**src/design/ggbs_pkg.sv**
```systemverilog
`timescale 1ns / 1ps
package ggbs_pkg;

	localparam int ADDR_W = 20;
	localparam int VALUE_W = 16;
	localparam int LON_W = 32;
	localparam int LAT_W = 32;
	localparam int HEIGHT_W = 32;

	localparam int GRID_ROWS_DEF = 721;
	localparam int GRID_COLUMNS_DEF = 1440;
	localparam int FRACTION_BITS_DEF = 16;

	localparam int CMD_DEPTH = 8;
	localparam int RES_DEPTH = 8;

	// latitude limit, a quarter turn
	localparam logic signed [LAT_W-1:0] LAT_LIM = 32'sh4000_0000;

	typedef enum logic {
		OP_LOAD   = 1'b0,
		OP_SAMPLE = 1'b1
	} op_t;

	// per-item control carried from the front end to the back end
	typedef struct packed {
		logic sample;
		logic we;
		logic dup;
		logic r0;
		logic c0;
		logic last;
	} ctl_t;

	function automatic int idx_w(input int n);
		return (n > 1) ? $clog2(n) : 1;
	endfunction

	function automatic int bank_row_w(input int rows);
		return idx_w((rows + 1) >> 1);
	endfunction

	function automatic int bank_col_w(input int cols);
		return idx_w((cols + 1) >> 1);
	endfunction

	function automatic int bank_addr_w(input int rows, input int cols);
		return idx_w(((rows + 1) >> 1) * ((cols + 1) >> 1));
	endfunction

endpackage

```
**src/design/ggbs_fifo.sv**
```systemverilog
`timescale 1ns / 1ps
module ggbs_fifo import ggbs_pkg::*; #(
	parameter int WIDTH = 8,
	parameter int DEPTH = CMD_DEPTH
) (
	input  logic             clk,
	input  logic             arst_n,
	input  logic             push,
	input  logic [WIDTH-1:0] din,
	input  logic             pop,
	output logic [WIDTH-1:0] dout,
	output logic             empty,
	output logic             full
);
	localparam int PW = idx_w(DEPTH);
	localparam int CW = idx_w(DEPTH + 1);

	logic [WIDTH-1:0] mem_q [DEPTH];
	logic [PW-1:0] wr_q, rd_q;
	logic [CW-1:0] cnt_q;

	always_ff @(posedge clk) begin
		if (push) begin
			mem_q[wr_q] <= din;
		end
	end

	always_ff @(posedge clk or negedge arst_n) begin
		if (!arst_n) begin
			wr_q <= '0;
			rd_q <= '0;
			cnt_q <= '0;
		end else begin
			if (push) begin
				wr_q <= (wr_q == PW'(DEPTH - 1)) ? '0 : PW'(wr_q + 1'b1);
			end
			if (pop) begin
				rd_q <= (rd_q == PW'(DEPTH - 1)) ? '0 : PW'(rd_q + 1'b1);
			end
			if (push && !pop) begin
				cnt_q <= CW'(cnt_q + 1'b1);
			end else if (pop && !push) begin
				cnt_q <= CW'(cnt_q - 1'b1);
			end
		end
	end

	assign dout = mem_q[rd_q];
	assign empty = (cnt_q == '0);
	assign full = (cnt_q == CW'(DEPTH));
endmodule

```
**config.mk**
```make
export PLATFORM = sky130hd
export DESIGN_NAME = ggbs_fifo
export DESIGN_NICKNAME = d
export VERILOG_FILES = /design/src/design/ggbs_pkg.sv /design/src/design/ggbs_fifo.sv
export SDC_FILE = /design/constraint.sdc
export NUM_CORES = 1
export LEC_CHECK = 0
export BUFFER_PORTS_ARGS = -buffer_cell sky130_fd_sc_hd__buf_2
export CORE_MARGIN = 1.5
export CORE_UTILIZATION = 60
export CTS_CLUSTER_SIZE = 10
export DETAILED_ROUTE_END_ITERATION = 8
export PLACE_DENSITY = 0.76
export SKIP_CTS_REPAIR_TIMING = 1
export SYNTH_ARGS = -nofsm -noshare
export SYNTH_HDL_FRONTEND = slang
export SYNTH_SLANG_ARGS = --single-unit
```
**constraint.sdc**
```tcl
create_clock -name clk -period 4.3 [get_ports clk]
set_input_delay 0.43 -clock clk [delete_from_list [all_inputs] [get_ports clk]]
set_output_delay 0.43 -clock clk [all_outputs]
set_load 0.02 [all_outputs]
```
==> results.yml, run 1 <==
run_status:
  status: "completed"
synthesis:
  seq_area_frac_synth: 0.695
  syn_avg_cell_area_um2: 19.7
  ys_seq_elements: 74
  synthDistinctLibCells: 29
  postSynth.asyncResetShare: 0.135
  synth-edff-count: 64
  synth.area.top_cells: "edfxtp_1 (61%), dfrtp_1 (8.0%), mux4_1 (6.7%)"
  yosys_warnings: 0
  yosys_most_used_dff: "edfxtp_1"
  synth_fp_nets: 179
  synth_area_um2: 3130
  yosysTopAreaCell: "edfxtp_1"
  postSynthCellCount: 159
  yosys.area.top_type_share: 0.615
route:
  ant_nets: 0
  drtIter0Drc: 123
  drtPass1Iterations: 4
  post_drt_wl_per_cell_um: 18.6
  num_vias: 1506
  route.detailed.drc: 0
  drt-total-wl_um: 4880
  via_per_inst: 5.75
job:
  drv_cap: 0
sta:
  min_period_ns: 2.85
  rsz0062_at_grt: "false"
  worstMarginPinSlew_ns: 0.987
  final_max_slew_viol_count: 0
  hold_viol_final: 0
  fin_crit_sh: 0.662
  fin_setup_tns_ns: 0
  whs_ns: 0.353
  setup_viol: 0
  skew_ns: 0.00430
  clock.fmax_mhz: 351
  slew_headroom: 0.342
layout:
  area_delta_synth_final_pct: 10.8
  fin_area_um2: 3460
  final_cell_mix: "edfxtp_1 (64), buf_2 (21), clkbuf_8 (11)"
  mostFrequentLayoutCell: "edfxtp_1"
  fillerInstances: 340
  fin_nets: 208
  final_cells: 262
  layout-drive-gt1-share: 0.286
  final_util: 0.682
  diodes: 0
clock_network:
  cts_buffers: 9
  cts_root_buf: "clkbuf_8"
  cts_max_level: 3
  cts.path.max_buffers: 2
  cts_tree: "built"
  clkTransAtPathRegs_ns: 0.06
  clkSinkCount: 74
  worstSkewPairLatency_ns: 0.33
setup_path:
  crit_path_end_kind: "primary output"
  critPathKind: "reg2out"
  worstPathArrival_ns: 2.42
  crit_chain: "mux4_1, mux2_4, buf_2"
  start_kind: "register"
  crit_slowest_cell: "dfrtp_1"
  worst-path-max-fanout: 19
  reg2regPathDepth: 4
  worstPathRequired_ns: 3.87
  critPathMaxStageDelay_ns: 0.99
global_route:
  grt_use_total: 0.201
  grt_max_degree: 20
  grt_pass1_vias: 1520
  grt_overflow: 0
  antenna_found_initial: 0
  grt_first_pass_wirelength_um: 7490
pwr:
  leakagePower_uw: 0.00124
  power_density_nw_per_um2: 650
  irDropWorstVdd_uv: 396
worst_hold_path:
  hold_depth: 1
  hold_class: "in2reg"
place:
  post-place-cells: 246
  hpwl_um: 3200
  place_congestion: 0.698
  io_buffers: 21
  placed_area_um2: 3290
floorplanning:
  start_util: 0.616
  design.portCount: 22
  die_area_um2: 5650
  num_rows: 26
  core_um2: 5070
  die_w_um: 75.2
  die_h_um: 75.2
state kept, by name (all words and copies together), names as in the netlist:
| register | flops |
|---|---|
| wr_q | 3 |
| rd_q | 3 |
| cnt_q | 4 |
| mem_q | 64 |
synth_stat cells, types with 3 or more instances:
cell,count
clkbuf_1,3
nor3_1,3
edfxtp_1,64
nand3b_1,3
dfrtp_1,10
nor2_1,8
o21ai_0,3
ha_1,7
mux4_2,8
mux2_4,8
inv_1,4
nand2_1,5
mux4_1,8
mux2_2,5
through the flow:
step / worst slack (ns) / power (uW)
2_1_floorplan: 2.38 / 1650
3_3_place_gp: 1.79 / 1780
3_5_place_dp: 1.75 / 1820
4_1_cts: 1.39 / 2280
5_1_grt: 1.30 / 2380
6_report: 1.45 / 2250
worst max-delay path: cells and delay by family (launching register included):
family                 cells  cell delay, ns
muxes                      2            0.92
DFF                        1            0.99
buffers and inverters      1            0.16
worst paths after layout:
check,slack (ns),end,start
min in group asynchronous,0.48,wr_q[2],arst_n
max in group asynchronous,3.63,cnt_q[1],arst_n
worst max-delay path,1.45,dout[1],rd_q[0]
worst min-delay path,0.35,mem_q[7][4],din[4]
worst min register to register,0.55,cnt_q[2],cnt_q[2]
worst max register to register,2.37,rd_q[0],rd_q[0]
power by group:
| part | internal [uW] | switching, uW | leakage, uW | total [uW] |
|---|---|---|---|---|
| clock network | 239 | 218 | 0.0000838 | 457 |
| logic | 398 | 314 | 0.000457 | 712 |
| registers | 919 | 163 | 0.000701 | 1080 |
cells by family after synthesis:
| kind of cell | synth area share |
|---|---|
| DFF | 0.695 |
| muxes | 0.185 |
| and+or+nand+nor | 0.0440 |
| buffers and inverters | 0.0200 |
| AOI/OAI and AO/OA | 0.0164 |
| adders and majority gates | 0.0344 |
| xor gates and xnor gates | 0.00561 |
per-layer routing:
metal  vias to the layer above  routed length (um)  track usage  share of wire
li1                        699                   -            -              -
met1                       769                1920        0.237           0.39
met2                        29                2670        0.328           0.55
met4                         0                 118        0.119          0.024
met3                         9                 163       0.0589          0.033
met5                         -                   0            0              0
area by class of cell:
class | count | area, um^2 | area share
multi-input cells | 75 | 891 | 0.257
flip-flops and latches | 74 | 2170 | 0.627
repair buffers | 24 | 130 | 0.0376
well taps | 70 | 87.6 | 0.0253
clock buffers | 15 | 166 | 0.0481
inverters | 4 | 15.0 | 0.00434
No activity file was read; power rests on OpenSTA's default activity.
==> run 2: changes to the inputs <==
Settings changed: CORE_UTILIZATION 60 to 53, PLACE_DENSITY 0.76 to 0.71.
Clock period 4.3 ns to 2.6 ns, I/O delays scaled along.
==> run 2 against run 1 <==
Compared with the run above: clock power increased by 80%; via count is 2.3% higher; sequential cell count unchanged; routed wire length grew 5.8%; clock-buffer cell count is 5 lower; sequential share of layout area decreased by 1.4 points; cell area up 2.3%; utilization shrank 5.0 points; global-route usage down 1.7 points; critical path type unchanged; combinational power up 91%; setup slack got worse by 1.1 ns; worst hold slack got worse by 0.18 ns.
==> results.yml, run 2 (same netlist as run 1, synthesis figures left out) <==
worst_hold_path:
  holdPathEnd: "rd_q[1]"
  hold_depth: 2
  hold_class: "in2reg"
  min-delay-start: "pop"
layout:
  largest_register: "mem_q"
  regArea_um2: 2170
  largest_register_ffs: 64
  final_cell_mix: "edfxtp_1 (64), buf_2 (21), dfrtp_1 (10), buf_4 (10), clkbuf_8 (9)"
  area_delta_synth_final_pct: 13.4
  mostFrequentLayoutCell: "edfxtp_1"
  reg.largest.list: "mem_q: 64 flops, cnt_q: 4 flops"
  diodes: 0
  multi_input_area_um2: 891
  fillerInstances: 410
  layout-drive-gt1-share: 0.328
  fin_nets: 216
setup_path:
  cp-startpoint: "rd_q[0]"
  rr_endpoint: "cnt_q[3]"
  worst-path-max-fanout: 19
  timing.rr.start: "cnt_q[2]"
  reg2reg_slack_ns: 0.95
  worstPathRequired_ns: 2.34
  start_kind: "register"
  crit_path_end_kind: "primary output"
  reg2regPathDepth: 4
  critPathKind: "reg2out"
  worstPathArrival_ns: 2.02
route:
  post_drt_wl_per_cell_um: 18.9
  ant_nets: 0
  route.detailed.drc: 0
  drtIter0Drc: 97
  drtPass1Iterations: 4
  drt-total-wl_um: 5160
  via_per_inst: 5.64
  num_vias: 1540
clock_network:
  cts.path.max_buffers: 2
  cts_buffers: 9
  worstSkewPairLatency_ns: 0.34
  clkSinkCount: 74
  clkTransAtPathRegs_ns: 0.07
  cts_tree: "built"
  cts_root_buf: "clkbuf_8"
  cts_max_level: 3
floorplanning:
  num_rows: 27
  design.portCount: 22
  core_um2: 5610
  die_h_um: 79.8
  start_util: 0.557
  die_area_um2: 6370
  die_w_um: 79.8
sta:
  min_period_ns: 2.28
  clock.fmax_mhz: 438
  whs_ns: 0.172
  fin_crit_sh: 0.877
  fin_setup_tns_ns: 0
  final_max_slew_viol_count: 0
  hold_viol_final: 0
  skew_ns: 0.00256
  setup_viol: 0
  slew_headroom: 0.564
  worstMarginPinSlew_ns: 0.654
  rsz0062_at_grt: "false"
place:
  io_buffers: 21
  place_congestion: 0.707
  hpwl_um: 3310
pwr:
  irDropWorstVdd_uv: 611
  power_density_nw_per_um2: 1090
  leakagePower_uw: 0.00130
global_route:
  grt_max_degree: 20
  antenna_found_initial: 0
  grt_overflow: 0
  grt_pass1_vias: 1570
  grt_first_pass_wirelength_um: 8040
  grt_use_total: 0.184
run_status:
  status: "completed"
job:
  drv_cap: 0
==> run 2: cell count changes in the layout (fill, tap and decap cells not counted) <==
cell / previous run / this run
clkinv_2: 0 / 3
clkbuf_8: 11 / 9
clkbuf_1: 4 / 1
clkinv_4: 0 / 1
bufinv_16: 0 / 1
buf_4: 2 / 10
clkinv_1: 0 / 1
==> run 2: worst max path at each step <==
stage	end	slack [ns]	depth (start not counted)
after detailed placement	cnt_q[3]	0.53	7
after global placement	cnt_q[3]	0.67	7
after global routing	dout[5]	0.21	4
after floorplan	cnt_q[3]	0.85	7
after CTS	dout[5]	0.28	4
final	dout[5]	0.32	4
==> run 2: report_power, final <==
| group | leakage (uW) | switching, uW | total, uW | internal [uW] |
|---|---|---|---|---|
| sequential | 0.000701 | 159 | 1680 | 1520 |
| clock | 0.0000974 | 386 | 823 | 436 |
| combinational | 0.000499 | 664 | 1360 | 698 |
==> run 2: worst max-delay path: stages, from the launching register on <==
cell and delay, ns:
dfrtp_1 0.33, buf_4 0.31, mux4_1 0.61, mux2_4 0.28
buf_2 0.16
==> run 2: layer usage <==
layer	part of all wire	up-vias	wire (um)	track usage
li1	-	719	-	-
met1	0.42	782	2180	0.223
met2	0.53	28	2710	0.310
met3	0.035	11	180	0.0343
met4	0.018	0	93	0.103
met5	0	-	0	0
==> run 2: through the flow <==
step | utilization | area [um^2] | power [uW] | std cells | setup WS (ns)
3_3_place_gp | 0.597 | 3350 | 2990 | 256 | 0.673
2_1_floorplan | - | 3130 | 2730 | 159 | 0.854
4_1_cts | 0.630 | 3530 | 3910 | 272 | 0.278
6_report | 0.632 | 3540 | 3860 | 273 | 0.319
5_1_grt | 0.632 | 3540 | 4070 | 273 | 0.209
3_5_place_dp | 0.597 | 3350 | 3080 | 256 | 0.526
==> run 2: cell type report <==
cell class	instances	area share
sequential	74	0.613
multi-input combinational	75	0.251
timing repair buffer	32	0.0537
clock buffer	10	0.0360
tap	72	0.0254
clock inverter	6	0.0162
inverter	4	0.00424
==> run 3: changes to the inputs <==
Settings changed: CORE_MARGIN 1.5 to not set.
==> run 3 against run 2 <==
Compared with the run above: sequential share of layout area shrank 0.22 points; fmax shrank 1.2%; sequential cell count is the same; combinational power is essentially flat; first-iteration DRC count shrank 13%; clock power grew 6.1%; utilization grew 0.22 points; sequential power is essentially flat; critical endpoint unchanged.
==> results.yml, run 3 (same netlist as run 1, synthesis figures left out) <==
clock_network:
  worstSkewPairLatency_ns: 0.32
  cts_buffers: 9
  cts_tree: "built"
  cts_root_buf: "clkbuf_8"
  clkTransAtPathRegs_ns: 0.07
  cts.path.max_buffers: 2
  clkSinkCount: 74
  cts_max_level: 3
route:
  drt-total-wl_um: 5360
  route.detailed.drc: 0
  via_per_inst: 5.75
  drtIter0Drc: 84
  drtPass1Iterations: 4
  num_vias: 1569
  ant_nets: 0
  post_drt_wl_per_cell_um: 19.6
pwr:
  p_total_uw: 3930
  netSwitchingPower_uw: 1220
  power_density_nw_per_um2: 1110
  irDropWorstVdd_uv: 630
  p_comb_frac: 0.345
  leakagePower_uw: 0.00130
  p_sw_frac: 0.310
  clkPwrFrac: 0.222
  pwr-share-seq: 0.433
  intPower_uw: 2720
layout:
  final_cell_mix: "edfxtp_1 (64), buf_2 (21), clkbuf_8 (11)"
  fillerInstances: 430
  area_delta_synth_final_pct: 13.8
  mostFrequentLayoutCell: "edfxtp_1"
  layout-drive-gt1-share: 0.323
  largest_register: "mem_q"
  final_util: 0.634
  largest_register_ffs: 64
  reg.largest.list: "mem_q: 64 flops, cnt_q: 4 flops"
  diodes: 0
  fin_nets: 216
  final_cells: 273
floorplanning:
  die_area_um2: 6210
  start_util: 0.557
  core_um2: 5610
  num_rows: 27
  design.portCount: 22
  die_h_um: 78.8
  die_w_um: 78.8
global_route:
  gr-usage-met1: 0.232
  antenna_found_initial: 0
  grt_use_total: 0.198
  grt_max_degree: 20
  grt_util_met3: 0.0379
  use_met2: 0.343
  grt_pass1_vias: 1692
  top_usage_layer: "met2"
  grt_first_pass_wirelength_um: 8590
  grt_overflow: 0
worst_hold_path:
  hold_class: "in2reg"
  hold_depth: 2
  holdPathEnd: "rd_q[1]"
  min-delay-start: "pop"
sta:
  fin_crit_sh: 0.888
  min_period_ns: 2.31
  hold_viol_final: 0
  final_max_slew_viol_count: 0
  clock.fmax_mhz: 433
  fin_setup_tns_ns: 0
  setup_viol: 0
  rsz0062_at_grt: "false"
  worstMarginPinSlew_ns: 0.665
  whs_ns: 0.189
  skew_ns: 0.00488
  slew_headroom: 0.557
place:
  place_congestion: 0.770
  io_buffers: 21
  hpwl_um: 3540
  post-place-cells: 256
setup_path:
  reg2regPathDepth: 4
  worst-path-max-fanout: 19
  critPathKind: "reg2out"
  rr_endpoint: "cnt_q[3]"
  reg2reg_slack_ns: 0.93
  crit_path_end_kind: "primary output"
  timing.rr.start: "cnt_q[2]"
  worstPathArrival_ns: 2.05
  worstPathRequired_ns: 2.34
  start_kind: "register"
job:
  drv_cap: 0
run_status:
  status: "completed"
run 3: cell types whose count changed in the layout (fill, tap and decap cells not counted), sizes merged:
| cell | previous run | this run |
|---|---|---|
| clkinv | 5 | 1 |
| clkbuf | 10 | 14 |
run 3: metrics by stage:
step / cell area (um^2) / worst slack, ns
after global placement: 3350 / 0.673
final: 3560 / 0.292
after detailed placement: 3350 / 0.531
after CTS: 3550 / 0.268
after global routing: 3560 / 0.198
after floorplan: 3130 / 0.854
run 3: final cells by class:
type                    count  area, um^2  share of cell area
repair buffers             32         190              0.0535
well taps                  72        90.1              0.0253
inverters                   4        15.0             0.00422
flip-flops and latches     74        2170               0.611
multi-input cells          75         891               0.251
clock inverters             2        35.0             0.00985
clock buffers              14         163              0.0457
run 3: how the worst max path moves through the flow:
stage          startpoint  endpoint  cells past startpoint
6_report          rd_q[0]   dout[5]                      4
5_1_grt           rd_q[0]   dout[5]                      4
4_1_cts           rd_q[0]   dout[5]                      4
3_5_place_dp          pop  cnt_q[3]                      8
3_3_place_gp          pop  cnt_q[3]                      8
2_1_floorplan         pop  cnt_q[3]                      7
run 3: worst max-delay path: stages, from the launching register on:
cell,delay (ns)
dfrtp_1,0.33
buf_4,0.31
mux4_1,0.63
mux2_4,0.28
buf_2,0.16
run 3: per-layer routing:
layer	part of all wire	wire [um]
met5	0	0
met4	0.013	69
met3	0.036	191
met2	0.54	2870
met1	0.42	2220
run 3: power by group through the flow:
stage	logic, uW	registers [uW]	clock network [uW]
floorplan	1100	1630	0
global placement	1290	1710	0
detailed placement	1370	1730	0
CTS	1370	1700	894
global route	1460	1730	953
finish	1360	1700	873
