--- src/design/ggbs_pkg.sv ---
`timescale 1ns / 1ps
package ggbs_pkg;

	localparam int ADDR_W = 20;
	localparam int VALUE_W = 16;
	localparam int LON_W = 32;
	localparam int LAT_W = 32;
	localparam int HEIGHT_W = 32;

	localparam int GRID_ROWS_DEF = 721;
	localparam int GRID_COLUMNS_DEF = 1440;
	localparam int FRACTION_BITS_DEF = 16;

	localparam int CMD_DEPTH = 8;
	localparam int RES_DEPTH = 8;

	// latitude limit, a quarter turn
	localparam logic signed [LAT_W-1:0] LAT_LIM = 32'sh4000_0000;

	typedef enum logic {
		OP_LOAD   = 1'b0,
		OP_SAMPLE = 1'b1
	} op_t;

	// per-item control carried from the front end to the back end
	typedef struct packed {
		logic sample;
		logic we;
		logic dup;
		logic r0;
		logic c0;
		logic last;
	} ctl_t;

	function automatic int idx_w(input int n);
		return (n > 1) ? $clog2(n) : 1;
	endfunction

	function automatic int bank_row_w(input int rows);
		return idx_w((rows + 1) >> 1);
	endfunction

	function automatic int bank_col_w(input int cols);
		return idx_w((cols + 1) >> 1);
	endfunction

	function automatic int bank_addr_w(input int rows, input int cols);
		return idx_w(((rows + 1) >> 1) * ((cols + 1) >> 1));
	endfunction

endpackage

--- src/design/ggbs_if.sv ---
`timescale 1ns / 1ps
interface ggbs_req_if import ggbs_pkg::*; ();
	logic valid;
	logic ready;
	logic op;
	logic [ADDR_W-1:0] load_address;
	logic signed [VALUE_W-1:0] load_value;
	logic [LON_W-1:0] longitude;
	logic signed [LAT_W-1:0] latitude;

	modport source (output valid, op, load_address, load_value, longitude, latitude,
		input ready);
	modport sink (input valid, op, load_address, load_value, longitude, latitude,
		output ready);
endinterface


--- src/design/ggbs_front.sv ---
`timescale 1ns / 1ps
module ggbs_front import ggbs_pkg::*; #(
	parameter int GRID_ROWS = GRID_ROWS_DEF,
	parameter int GRID_COLUMNS = GRID_COLUMNS_DEF,
	parameter int FRACTION_BITS = FRACTION_BITS_DEF
) (
	input  logic clk,
	input  logic arst_n,
	ggbs_req_if.sink req,
	input  logic pop,
	output logic cmd_valid,
	output ctl_t ctl,
	output logic [bank_addr_w(GRID_ROWS, GRID_COLUMNS)-1:0] row_base_e,
	output logic [bank_addr_w(GRID_ROWS, GRID_COLUMNS)-1:0] row_base_o,
	output logic [bank_col_w(GRID_COLUMNS)-1:0] col_idx_e,
	output logic [bank_col_w(GRID_COLUMNS)-1:0] col_idx_o,
	output logic [FRACTION_BITS-1:0] weight_x,
	output logic [FRACTION_BITS-1:0] weight_y,
	output logic signed [VALUE_W-1:0] value
);
	localparam int FB = FRACTION_BITS;
	localparam int RNW = idx_w(GRID_ROWS);
	localparam int CNW = idx_w(GRID_COLUMNS + 1);
	localparam int RIW = bank_row_w(GRID_ROWS);
	localparam int CIW = bank_col_w(GRID_COLUMNS);
	localparam int AWB = bank_addr_w(GRID_ROWS, GRID_COLUMNS);
	localparam int CB = (GRID_COLUMNS + 1) / 2;
	localparam bit ODD = (GRID_COLUMNS % 2) == 1;
	localparam int HPW = CNW + LON_W;
	localparam int VPW = RNW + LAT_W;
	localparam int DW = LAT_W + 1;
	// reciprocal of the column count for splitting a load address
	localparam int LG = idx_w(GRID_COLUMNS);
	localparam int K = ADDR_W + LG;
	localparam longint RECIP = ((longint'(1) << K) + GRID_COLUMNS - 1) / GRID_COLUMNS;
	localparam int MW = ADDR_W + 2;
	localparam int QMW = ADDR_W + MW;
	localparam longint GRID_WORDS = longint'(GRID_ROWS) * GRID_COLUMNS;
	localparam int FCW = idx_w(CMD_DEPTH + 1);

	logic [FCW-1:0] fcnt_q;
	logic accept;

	// stage 1: products
	logic signed [LAT_W-1:0] lat_c;
	logic signed [DW-1:0] down_w;
	logic [HPW-1:0] hpos_d, hpos_s1;
	logic [VPW-1:0] vpos_d, vpos_s1;
	logic [QMW-1:0] qm_d, qm_s1;
	logic v_s1, smp_s1;
	logic [ADDR_W-1:0] addr_s1;
	logic signed [VALUE_W-1:0] value_s1;

	// stage 2: cell decode, load address split
	logic [RNW:0] row_raw;
	logic [RNW-1:0] row_d, row_s2;
	logic [CNW-1:0] col_s2;
	logic [FB-1:0] xf_s2, yf_s2;
	logic [ADDR_W-1:0] q_d, q_s2, qc_s2, addr_s2;
	logic ok_s2, v_s2, smp_s2;
	logic signed [VALUE_W-1:0] value_s2;

	// stage 3: bank indices
	logic [RNW-1:0] r, r2, re_full, ro_full;
	logic [CNW-1:0] c, c2, ce_full, co_full;
	ctl_t ctl_d, ctl_s3;
	logic [RIW-1:0] ridx_e_s3, ridx_o_s3;
	logic [CIW-1:0] cidx_e_d, cidx_o_d, cidx_e_s3, cidx_o_s3;
	logic [FB-1:0] xf_s3, yf_s3;
	logic v_s3;
	logic signed [VALUE_W-1:0] value_s3;

	// stage 4: row bases
	logic v_s4;
	ctl_t ctl_s4;
	logic [AWB-1:0] pe_s4, po_s4;
	logic [CIW-1:0] ce_s4, co_s4;
	logic [FB-1:0] xf_s4, yf_s4;
	logic signed [VALUE_W-1:0] value_s4;

	assign accept = req.valid && req.ready;
	assign req.ready = (fcnt_q < FCW'(CMD_DEPTH));

	always_ff @(posedge clk or negedge arst_n) begin
		if (!arst_n) begin
			fcnt_q <= '0;
		end else if (accept && !pop) begin
			fcnt_q <= FCW'(fcnt_q + 1'b1);
		end else if (pop && !accept) begin
			fcnt_q <= FCW'(fcnt_q - 1'b1);
		end
	end

	always_comb begin
		lat_c = req.latitude;
		if (req.latitude > LAT_LIM) begin
			lat_c = LAT_LIM;
		end else if (req.latitude < -LAT_LIM) begin
			lat_c = -LAT_LIM;
		end
		down_w = DW'(LAT_LIM) - DW'(lat_c);
		hpos_d = HPW'(GRID_COLUMNS) * HPW'(req.longitude);
		vpos_d = VPW'(GRID_ROWS - 1) * VPW'(down_w[LAT_W-1:0]);
		qm_d = QMW'(req.load_address) * QMW'(RECIP);
	end

	always_comb begin
		row_raw = vpos_s1[VPW-1:LAT_W-1];
		row_d = (row_raw > (RNW+1)'(GRID_ROWS - 1)) ? RNW'(GRID_ROWS - 1) : RNW'(row_raw);
		q_d = ADDR_W'(qm_s1 >> K);
	end

	always_comb begin
		r = smp_s2 ? row_s2 : RNW'(q_s2);
		c = smp_s2 ? col_s2 : CNW'(addr_s2 - qc_s2);
		ctl_d.sample = smp_s2;
		ctl_d.last = (r == RNW'(GRID_ROWS - 1));
		ctl_d.r0 = r[0];
		ctl_d.c0 = c[0];
		ctl_d.we = !smp_s2 && ok_s2;
		ctl_d.dup = !smp_s2 && ODD && (c == '0);
		r2 = ctl_d.last ? r : RNW'(r + 1'b1);
		if (c == CNW'(GRID_COLUMNS - 1)) begin
			// east of the last column wraps; odd widths keep a copy of column 0
			c2 = ODD ? CNW'(GRID_COLUMNS) : '0;
		end else begin
			c2 = CNW'(c + 1'b1);
		end
		re_full = r[0] ? r2 : r;
		ro_full = r[0] ? r : r2;
		ce_full = c[0] ? c2 : c;
		co_full = c[0] ? c : c2;
		cidx_e_d = CIW'(ce_full >> 1);
		cidx_o_d = ctl_d.dup ? CIW'(CB - 1) : CIW'(co_full >> 1);
	end

	always_ff @(posedge clk or negedge arst_n) begin
		if (!arst_n) begin
			v_s1 <= 1'b0;
			v_s2 <= 1'b0;
			v_s3 <= 1'b0;
			v_s4 <= 1'b0;
		end else begin
			v_s1 <= accept;
			v_s2 <= v_s1;
			v_s3 <= v_s2;
			v_s4 <= v_s3;
		end
	end

	always_ff @(posedge clk) begin
		smp_s1 <= (req.op == OP_SAMPLE);
		addr_s1 <= req.load_address;
		value_s1 <= req.load_value;
		hpos_s1 <= hpos_d;
		vpos_s1 <= vpos_d;
		qm_s1 <= qm_d;

		smp_s2 <= smp_s1;
		row_s2 <= row_d;
		col_s2 <= hpos_s1[HPW-1:LON_W];
		xf_s2 <= hpos_s1[LON_W-1 -: FB];
		yf_s2 <= vpos_s1[LAT_W-2 -: FB];
		q_s2 <= q_d;
		qc_s2 <= ADDR_W'(q_d * ADDR_W'(GRID_COLUMNS));
		addr_s2 <= addr_s1;
		ok_s2 <= (longint'(addr_s1) < GRID_WORDS);
		value_s2 <= value_s1;

		ctl_s3 <= ctl_d;
		ridx_e_s3 <= RIW'(re_full >> 1);
		ridx_o_s3 <= RIW'(ro_full >> 1);
		cidx_e_s3 <= cidx_e_d;
		cidx_o_s3 <= cidx_o_d;
		xf_s3 <= xf_s2;
		yf_s3 <= yf_s2;
		value_s3 <= value_s2;

		ctl_s4 <= ctl_s3;
		pe_s4 <= AWB'(ridx_e_s3) * AWB'(CB);
		po_s4 <= AWB'(ridx_o_s3) * AWB'(CB);
		ce_s4 <= cidx_e_s3;
		co_s4 <= cidx_o_s3;
		xf_s4 <= xf_s3;
		yf_s4 <= yf_s3;
		value_s4 <= value_s3;
	end

	assign cmd_valid = v_s4;
	assign ctl = ctl_s4;
	assign row_base_e = pe_s4;
	assign row_base_o = po_s4;
	assign col_idx_e = ce_s4;
	assign col_idx_o = co_s4;
	assign weight_x = xf_s4;
	assign weight_y = yf_s4;
	assign value = value_s4;
endmodule

--- src/flat_wrapper.sv ---
// flat-port wrapper written by rule: the top's interface ports become plain ports
module ggbs_front_flat import ggbs_pkg::*;
#(
	parameter int GRID_ROWS = GRID_ROWS_DEF,
	parameter int GRID_COLUMNS = GRID_COLUMNS_DEF,
	parameter int FRACTION_BITS = FRACTION_BITS_DEF
)
  (clk, arst_n, pop, cmd_valid, ctl, row_base_e, row_base_o, col_idx_e, col_idx_o, weight_x, weight_y, value, req_valid, req_op, req_load_address, req_load_value, req_longitude, req_latitude, req_ready);
  ggbs_req_if req_i ();
  input  logic clk;
  input  logic arst_n;
  input  logic pop;
  output logic cmd_valid;
  output ctl_t ctl;
  output logic [bank_addr_w(GRID_ROWS, GRID_COLUMNS)-1:0] row_base_e;
  output logic [bank_addr_w(GRID_ROWS, GRID_COLUMNS)-1:0] row_base_o;
  output logic [bank_col_w(GRID_COLUMNS)-1:0] col_idx_e;
  output logic [bank_col_w(GRID_COLUMNS)-1:0] col_idx_o;
  output logic [FRACTION_BITS-1:0] weight_x;
  output logic [FRACTION_BITS-1:0] weight_y;
  output logic signed [VALUE_W-1:0] value;
  input wire logic [$bits(req_i.valid)-1:0] req_valid;
  input wire logic [$bits(req_i.op)-1:0] req_op;
  input wire logic [$bits(req_i.load_address)-1:0] req_load_address;
  input wire logic [$bits(req_i.load_value)-1:0] req_load_value;
  input wire logic [$bits(req_i.longitude)-1:0] req_longitude;
  input wire logic [$bits(req_i.latitude)-1:0] req_latitude;
  output wire logic [$bits(req_i.ready)-1:0] req_ready;
  assign req_i.valid = req_valid;
  assign req_i.op = req_op;
  assign req_i.load_address = req_load_address;
  assign req_i.load_value = req_load_value;
  assign req_i.longitude = req_longitude;
  assign req_i.latitude = req_latitude;
  assign req_ready = req_i.ready;
  ggbs_front #(.GRID_ROWS(GRID_ROWS), .GRID_COLUMNS(GRID_COLUMNS), .FRACTION_BITS(FRACTION_BITS)) u_core (.clk(clk), .arst_n(arst_n), .req(req_i), .pop(pop), .cmd_valid(cmd_valid), .ctl(ctl), .row_base_e(row_base_e), .row_base_o(row_base_o), .col_idx_e(col_idx_e), .col_idx_o(col_idx_o), .weight_x(weight_x), .weight_y(weight_y), .value(value));
endmodule
--- config.mk ---
export PLATFORM = sky130hd
export DESIGN_NAME = ggbs_front_flat
export DESIGN_NICKNAME = d
export VERILOG_FILES = /design/src/design/ggbs_pkg.sv /design/src/design/ggbs_if.sv /design/src/design/ggbs_front.sv /design/src/flat_wrapper.sv
export SDC_FILE = /design/constraint.sdc
export NUM_CORES = 1
export LEC_CHECK = 0
export ABC_AREA = 1
export ABC_CLOCK_PERIOD_IN_PS = 3000
export BUFFER_PORTS_ARGS = -buffer_cell sky130_fd_sc_hd__buf_2
export CAP_MARGIN = 20
export CORE_UTILIZATION = 54
export CTS_CLUSTER_SIZE = 28
export DETAILED_ROUTE_END_ITERATION = 10
export GPL_TIMING_DRIVEN = 1
export PLACE_DENSITY_LB_ADDON = 0.05
export SLEW_MARGIN = 20
export SYNTH_ARGS = -nofsm -noshare
export SYNTH_HDL_FRONTEND = slang
export SYNTH_SLANG_ARGS = --single-unit
--- constraint.sdc ---
create_clock -name clk -period 3 [get_ports clk]
set_input_delay 0.15 -clock clk [delete_from_list [all_inputs] [get_ports clk]]
set_output_delay 0.15 -clock clk [all_outputs]
set_load 0.05 [all_outputs]
==> flow_metrics.env, run 1 <==
export IMPL_synth_distinct_cells=52
export IMPL_criticalPathCategory="input pin to register"
export IMPL_setup_viol_count_final=43
export IMPL_ctsHtreeMaxLevel=2
export IMPL_drv_slew=0
export IMPL_tightest_slew_ns=0.512
export IMPL_fp_dieH_um=227
export IMPL_grt_total_usage=0.286
export IMPL_max_cap_violations=0
export IMPL_crit_fanout=4
export IMPL_final_util=0.776
export IMPL_overflow=0
export IMPL_clockRootBuffer="clkbuf_16"
export IMPL_post_drt_wl_per_cell_um=16.3
export IMPL_final_seq_area_um2=8010
export IMPL_drive_above_1_share=0.359
export IMPL_num_io_pins=217
export IMPL_antenna_found_initial=1
export IMPL_grt_pass1_vias=23665
export IMPL_gp_congestion=0.952
export IMPL_min_period_over_period=1.49
export IMPL_first_pass_iters=5
export IMPL_final_common_cell="inv_1"
export IMPL_antenna_cells=0
export IMPL_fp_dieArea_um2=51400
export IMPL_startpoint_type="input pin"
export IMPL_crit_path_end_kind="register"
export IMPL_drt_iter0_markers=951
export IMPL_grt_max_degree=25
export IMPL_grt_pass1_wl_um=116000
export IMPL_avgSynthCellArea_um2=9.03
export IMPL_via_count=22542
export IMPL_port_buffers=207
export IMPL_finClkSkew_ns=0.0181
export IMPL_cp_arrival_ns=4.96
export IMPL_relSlewSlack=0.655
export IMPL_fmax_mhz=224
export IMPL_design_core_area_um2=49400
export IMPL_wl_um=74500
export IMPL_drc=0
export IMPL_critPathRequiredTime_ns=3.50
export IMPL_holdWs_ns=0.0293
export IMPL_cts_buffers=40
export IMPL_failed_checks="setup timing"
export IMPL_dp_hpwl_um=57700
export IMPL_nFillCells=3303
export IMPL_ys_ff_latch=397
export IMPL_hold_path_class="input pin to register"
export IMPL_ys_warn_count=0
export IMPL_syn_inst=3018
export IMPL_rows=81
export IMPL_clk_latency_ns=0.57
export IMPL_layout_common_cells="593 x inv_1, 541 x buf_4, 377 x dfxtp_1"
export IMPL_multi_input_area_um2=19300
export IMPL_fin_nets=4627
export IMPL_finalHoldViolCount=0
export IMPL_start_util=0.552
export IMPL_netlist_area_um2=27300
export IMPL_setup_slack_ns=-1.46
export IMPL_outcome="finished, violations left"
export IMPL_synth_seq_area_share=0.293
export IMPL_via_per_inst=4.94
export IMPL_fp_dieW_um=227
export IMPL_antenna_left=0
export IMPL_fin_crit_ns=4.46
export IMPL_area_growth_pct=40.5
export IMPL_cts_sinks=397
export IMPL_clkTransAtPathRegs_ns=0.07
export IMPL_clk_path_buf_depth=3
export IMPL_grt_setup_unrepaired="yes"
export IMPL_cts_tree="yes"
registers in the layout, summed over array words and instances, names as in the netlist, 11 cells and up:
signal / count
u_core.hpos_s1: 27
u_core.vpos_s1: 27
u_core.addr_s1: 20
u_core.value: 16
u_core.value_s1: 16
u_core.value_s2: 16
u_core.value_s3: 16
u_core.weight_x: 16
u_core.weight_y: 16
u_core.xf_s2: 16
u_core.xf_s3: 16
u_core.yf_s2: 16
u_core.yf_s3: 16
u_core.row_base_e: 14
u_core.row_base_o: 14
u_core.addr_s2: 11
u_core.col_s2: 11
area by class of cell:
type	count	share of cell area
clock inverters	25	0.00856
clock buffers	47	0.0284
repair buffers	824	0.160
well taps	664	0.0217
flip-flops and latches	397	0.209
multi-input cells	1919	0.504
inverters	686	0.0683
per-stage QoR:
stage / TNS [ns] / std cells / cell area [um^2] / worst slack [ns]
after floorplan: -44.01 / 3026 / 28300 / -1.64
after global placement: -67.42 / 4385 / 33800 / -2.10
after detailed placement: -70.07 / 4385 / 33800 / -2.13
after CTS: -36.90 / 4544 / 37100 / -1.49
after global routing: -48.77 / 4562 / 38300 / -1.64
final: -41.15 / 4562 / 38300 / -1.46
final timing paths:
check                                startpoint                     to  slack, ns  depth (start not counted)
max in group asynchronous                arst_n       u_core.fcnt_q[0]       2.15                          3
max reg2reg                 u_core.ridx_o_s3[5]  u_core.row_base_o[16]      -0.33                         14
min in group asynchronous                arst_n            u_core.v_s2       0.57                          3
min reg2reg                 u_core.value_s3[12]       u_core.value[12]       0.31                          0
max                        req_load_address[15]       u_core.qm_s1[39]      -1.46                         21
min                           req_longitude[31]     u_core.hpos_s1[42]       0.03                          3
logic make-up after synthesis:
logic type / Yosys count / synth area share
buffers and inverters: 710 / 0.101
and+or+nand+nor: 773 / 0.121
other: 1 / 0.000138
DFF: 397 / 0.293
AOI/OAI and AO/OA: 362 / 0.0753
adders and majority gates: 654 / 0.371
xor gates and xnor gates: 121 / 0.0389
synthesized netlist by cell type, drive strengths merged:
master	number	area share
inv	685	0.094
nand2	436	0.061
ha	398	0.18
dfxtp	389	0.29
fa	256	0.19
nor2	179	0.027
a21oi	150	0.028
o21ai	134	0.026
xor2	84	0.027
nand3	75	0.015
xnor2	37	0.012
nor3	32	0.0061
nand4	21	0.0054
buf	20	0.0061
or2	15	0.0034
a21o	14	0.0039
a31oi	14	0.0032
o21bai	14	0.0040
o21a	10	0.0028
dfrtp	8	0.0073
nor4	8	0.0018
o211ai	8	0.0022
a21boi	7	0.0019
nand3b	5	0.0014
clkbuf	4	0.00055
a211oi	3	0.00083
a221oi	3	0.00096
and3	2	0.00046
o31ai	2	0.0011
clkinv	1	0.00014
conb	1	0.00014
o2111ai	1	0.00032
o221ai	1	0.00032
o41ai	1	0.00032
per-layer routing:
| layer | track usage | routed length, um | up-vias |
|---|---|---|---|
| met2 | 0.503 | 36900 | 479 |
| met3 | 0.0347 | 2910 | 131 |
| met1 | 0.374 | 32800 | 10797 |
| met5 | 0 | 0 | - |
| li1 | - | - | 11135 |
| met4 | 0.0676 | 1840 | 0 |
timing repair:
item,4_1_cts,5_1_grt
pin swaps,162,173
hold buffers,40,0
setup endpoints to repair,43,59
gates resized for setup,267,235
hold endpoints to repair,46,0
setup buffers,50,28
gates cloned,1,0
worst max-delay path, stage by stage:
cell     delay (ns)
buf_8          0.11
ha_4           0.26
inv_2          0.04
fa_1           0.51
fa_1           0.55
inv_2          0.05
fa_1           0.50
fa_1           0.45
fa_1           0.49
inv_1          0.05
fa_1           0.50
inv_2          0.05
ha_4           0.23
a21oi_2        0.13
inv_2          0.07
a21oi_2        0.15
o21ai_1        0.09
a21oi_1        0.16
nand2_2        0.12
a21oi_2        0.15
xor2_1         0.14
Power of run 1 is left out: the tool's default activity adds up to more than one toggle a clock period on the data nets, which glitch-free logic cannot reach.
==> inputs of run 2 (changes only) <==
- CORE_MARGIN: not set -> 3
==> run 2 against run 1 <==
Compared with the run above: the run still ends with setup timing left; utilization grew 1.3 points; fmax hardly changed; via count grew 4.2%; critical endpoint is now u_core.vpos_s1[39]; highest routed layer unchanged.
==> flow_metrics.env, run 2 (same netlist as run 1, synthesis figures left out) <==
export IMPL_port_buffers=207
export IMPL_critPathMaxStageDelay_ns=0.53
export IMPL_finalSetupTns_ns=-49.36
export IMPL_via_count=23481
export IMPL_crit_fanout=7
export IMPL_drt_iter0_markers=1122
export IMPL_drv_slew=0
export IMPL_fp_dieH_um=231
export IMPL_cp_arrival_ns=4.92
export IMPL_clkTransAtPathRegs_ns=0.07
export IMPL_grt_pass1_wl_um=121000
export IMPL_setup_viol_count_final=46
export IMPL_startpoint_type="input pin"
export IMPL_first_pass_iters=8
export IMPL_via_per_inst=5.11
export IMPL_wl_um=82200
export IMPL_overflow=0
export IMPL_finClkSkew_ns=0.0226
export IMPL_critPathRequiredTime_ns=3.45
export IMPL_rows=81
export IMPL_dp_hpwl_um=57900
export IMPL_grt_pass1_vias=24591
export IMPL_clk_latency_ns=0.56
export IMPL_clockRootBuffer="clkbuf_16"
export IMPL_failed_checks="setup timing"
export IMPL_crit_slowest_cell="fa_1"
export IMPL_holdWs_ns=0.0215
export IMPL_hold_depth=3
export IMPL_max_cap_violations=0
export IMPL_fp_dieW_um=231
export IMPL_min_period_over_period=1.49
export IMPL_gp_congestion=0.930
export IMPL_grt_setup_unrepaired="yes"
export IMPL_setup_slack_ns=-1.47
export IMPL_fmax_mhz=224
export IMPL_dp_worst_setup_slack_ns=-2.11
export IMPL_antenna_left=0
export IMPL_route_met3_wl_um=3900
export IMPL_antenna_found_initial=4
export IMPL_top_regs="u_core.hpos_s1: 27 flops, u_core.vpos_s1: 27 flops, u_core.addr_s1: 20 flops"
export IMPL_start_util=0.552
export IMPL_criticalPathCategory="input pin to register"
export IMPL_reg2reg_depth=16
export IMPL_grt_max_degree=21
export IMPL_drc=0
export IMPL_cts_tree="yes"
export IMPL_finalHoldViolCount=0
export IMPL_post_drt_wl_per_cell_um=17.9
export IMPL_outcome="finished, violations left"
export IMPL_crit_top_cell="nand2_4"
export IMPL_drive_above_1_share=0.373
export IMPL_cts_sinks=397
export IMPL_design_core_area_um2=49400
export IMPL_wl_met2_um=40900
export IMPL_area_growth_pct=42.9
export IMPL_cts_buffers=38
export IMPL_grt_total_usage=0.282
export IMPL_route_top_layer_used="met4"
export IMPL_fp_dieArea_um2=53200
export IMPL_fin_nets=4659
export IMPL_crit_path_end_kind="register"
export IMPL_met1_length_um=33600
export IMPL_layout_common_cells="589 x inv_1, 554 x buf_4, 374 x dfxtp_1"
export IMPL_num_io_pins=217
export IMPL_hold_path_class="input pin to register"
export IMPL_ctsHtreeMaxLevel=2
export IMPL_fin_crit_ns=4.47
export IMPL_final_util=0.789
export IMPL_antenna_cells=0
export IMPL_final_common_cell="inv_1"
export IMPL_clk_path_buf_depth=3
-- run 2: path summary, 6_finish.rpt --
check | endpoint | slack, ns | startpoint
worst max-delay path | u_core.vpos_s1[39] | -1.47 | req_latitude[31]
worst min-delay path | u_core.hpos_s1[42] | 0.02 | req_longitude[31]
worst min register to register | u_core.weight_x[0] | 0.32 | u_core.xf_s3[0]
worst max register to register | u_core.row_base_o[17] | -0.29 | u_core.ridx_o_s3[1]
min in group asynchronous | u_core.v_s2 | 0.67 | arst_n
max in group asynchronous | u_core.fcnt_q[1] | 2.04 | arst_n
-- run 2: metal layers --
| layer | track usage | vias to the layer above |
|---|---|---|
| met4 | 0.0937 | 0 |
| met3 | 0.0394 | 292 |
| met2 | 0.496 | 753 |
| li1 | - | 11193 |
| met1 | 0.357 | 11243 |
| met5 | 0 | - |
-- run 2: critical path, delay by kind of cell --
family,cells,cell delay [ns]
AND/OR/NAND/NOR,14,1.38
buffers and inverters,8,0.80
adder cells (fa/ha/maj),5,1.80
XOR/XNOR,1,0.16
AO/OA/AOI/OAI,3,0.60
-- run 2: layout make-up --
cell class | count | area, um^2
Multi-Input combinational cell | 1920 | 19600
Fill cell | 3127 | 10400
Sequential cell | 397 | 8010
Timing Repair Buffer | 857 | 6530
Inverter | 686 | 2640
Clock buffer | 48 | 1060
Tap cell | 664 | 831
Clock inverter | 21 | 268
-- run 2: what timing repair did --
action / in CTS / in global routing
resized for setup: 327 / 269
hold endpoints to repair: 46 / 0
setup endpoints to repair: 43 / 60
buffers inserted: 79 / 42
gates cloned: 2 / 0
hold buffers: 40 / 0
pin swaps: 189 / 176
-- run 2: metrics by stage --
stage / cell area, um^2 / cells
finish: 39000 / 4593
global route: 39000 / 4593
CTS: 37600 / 4571
detailed placement: 33800 / 4386
global placement: 33800 / 4386
floorplan: 28300 / 3026
Power of run 2 is left out for the same reason.
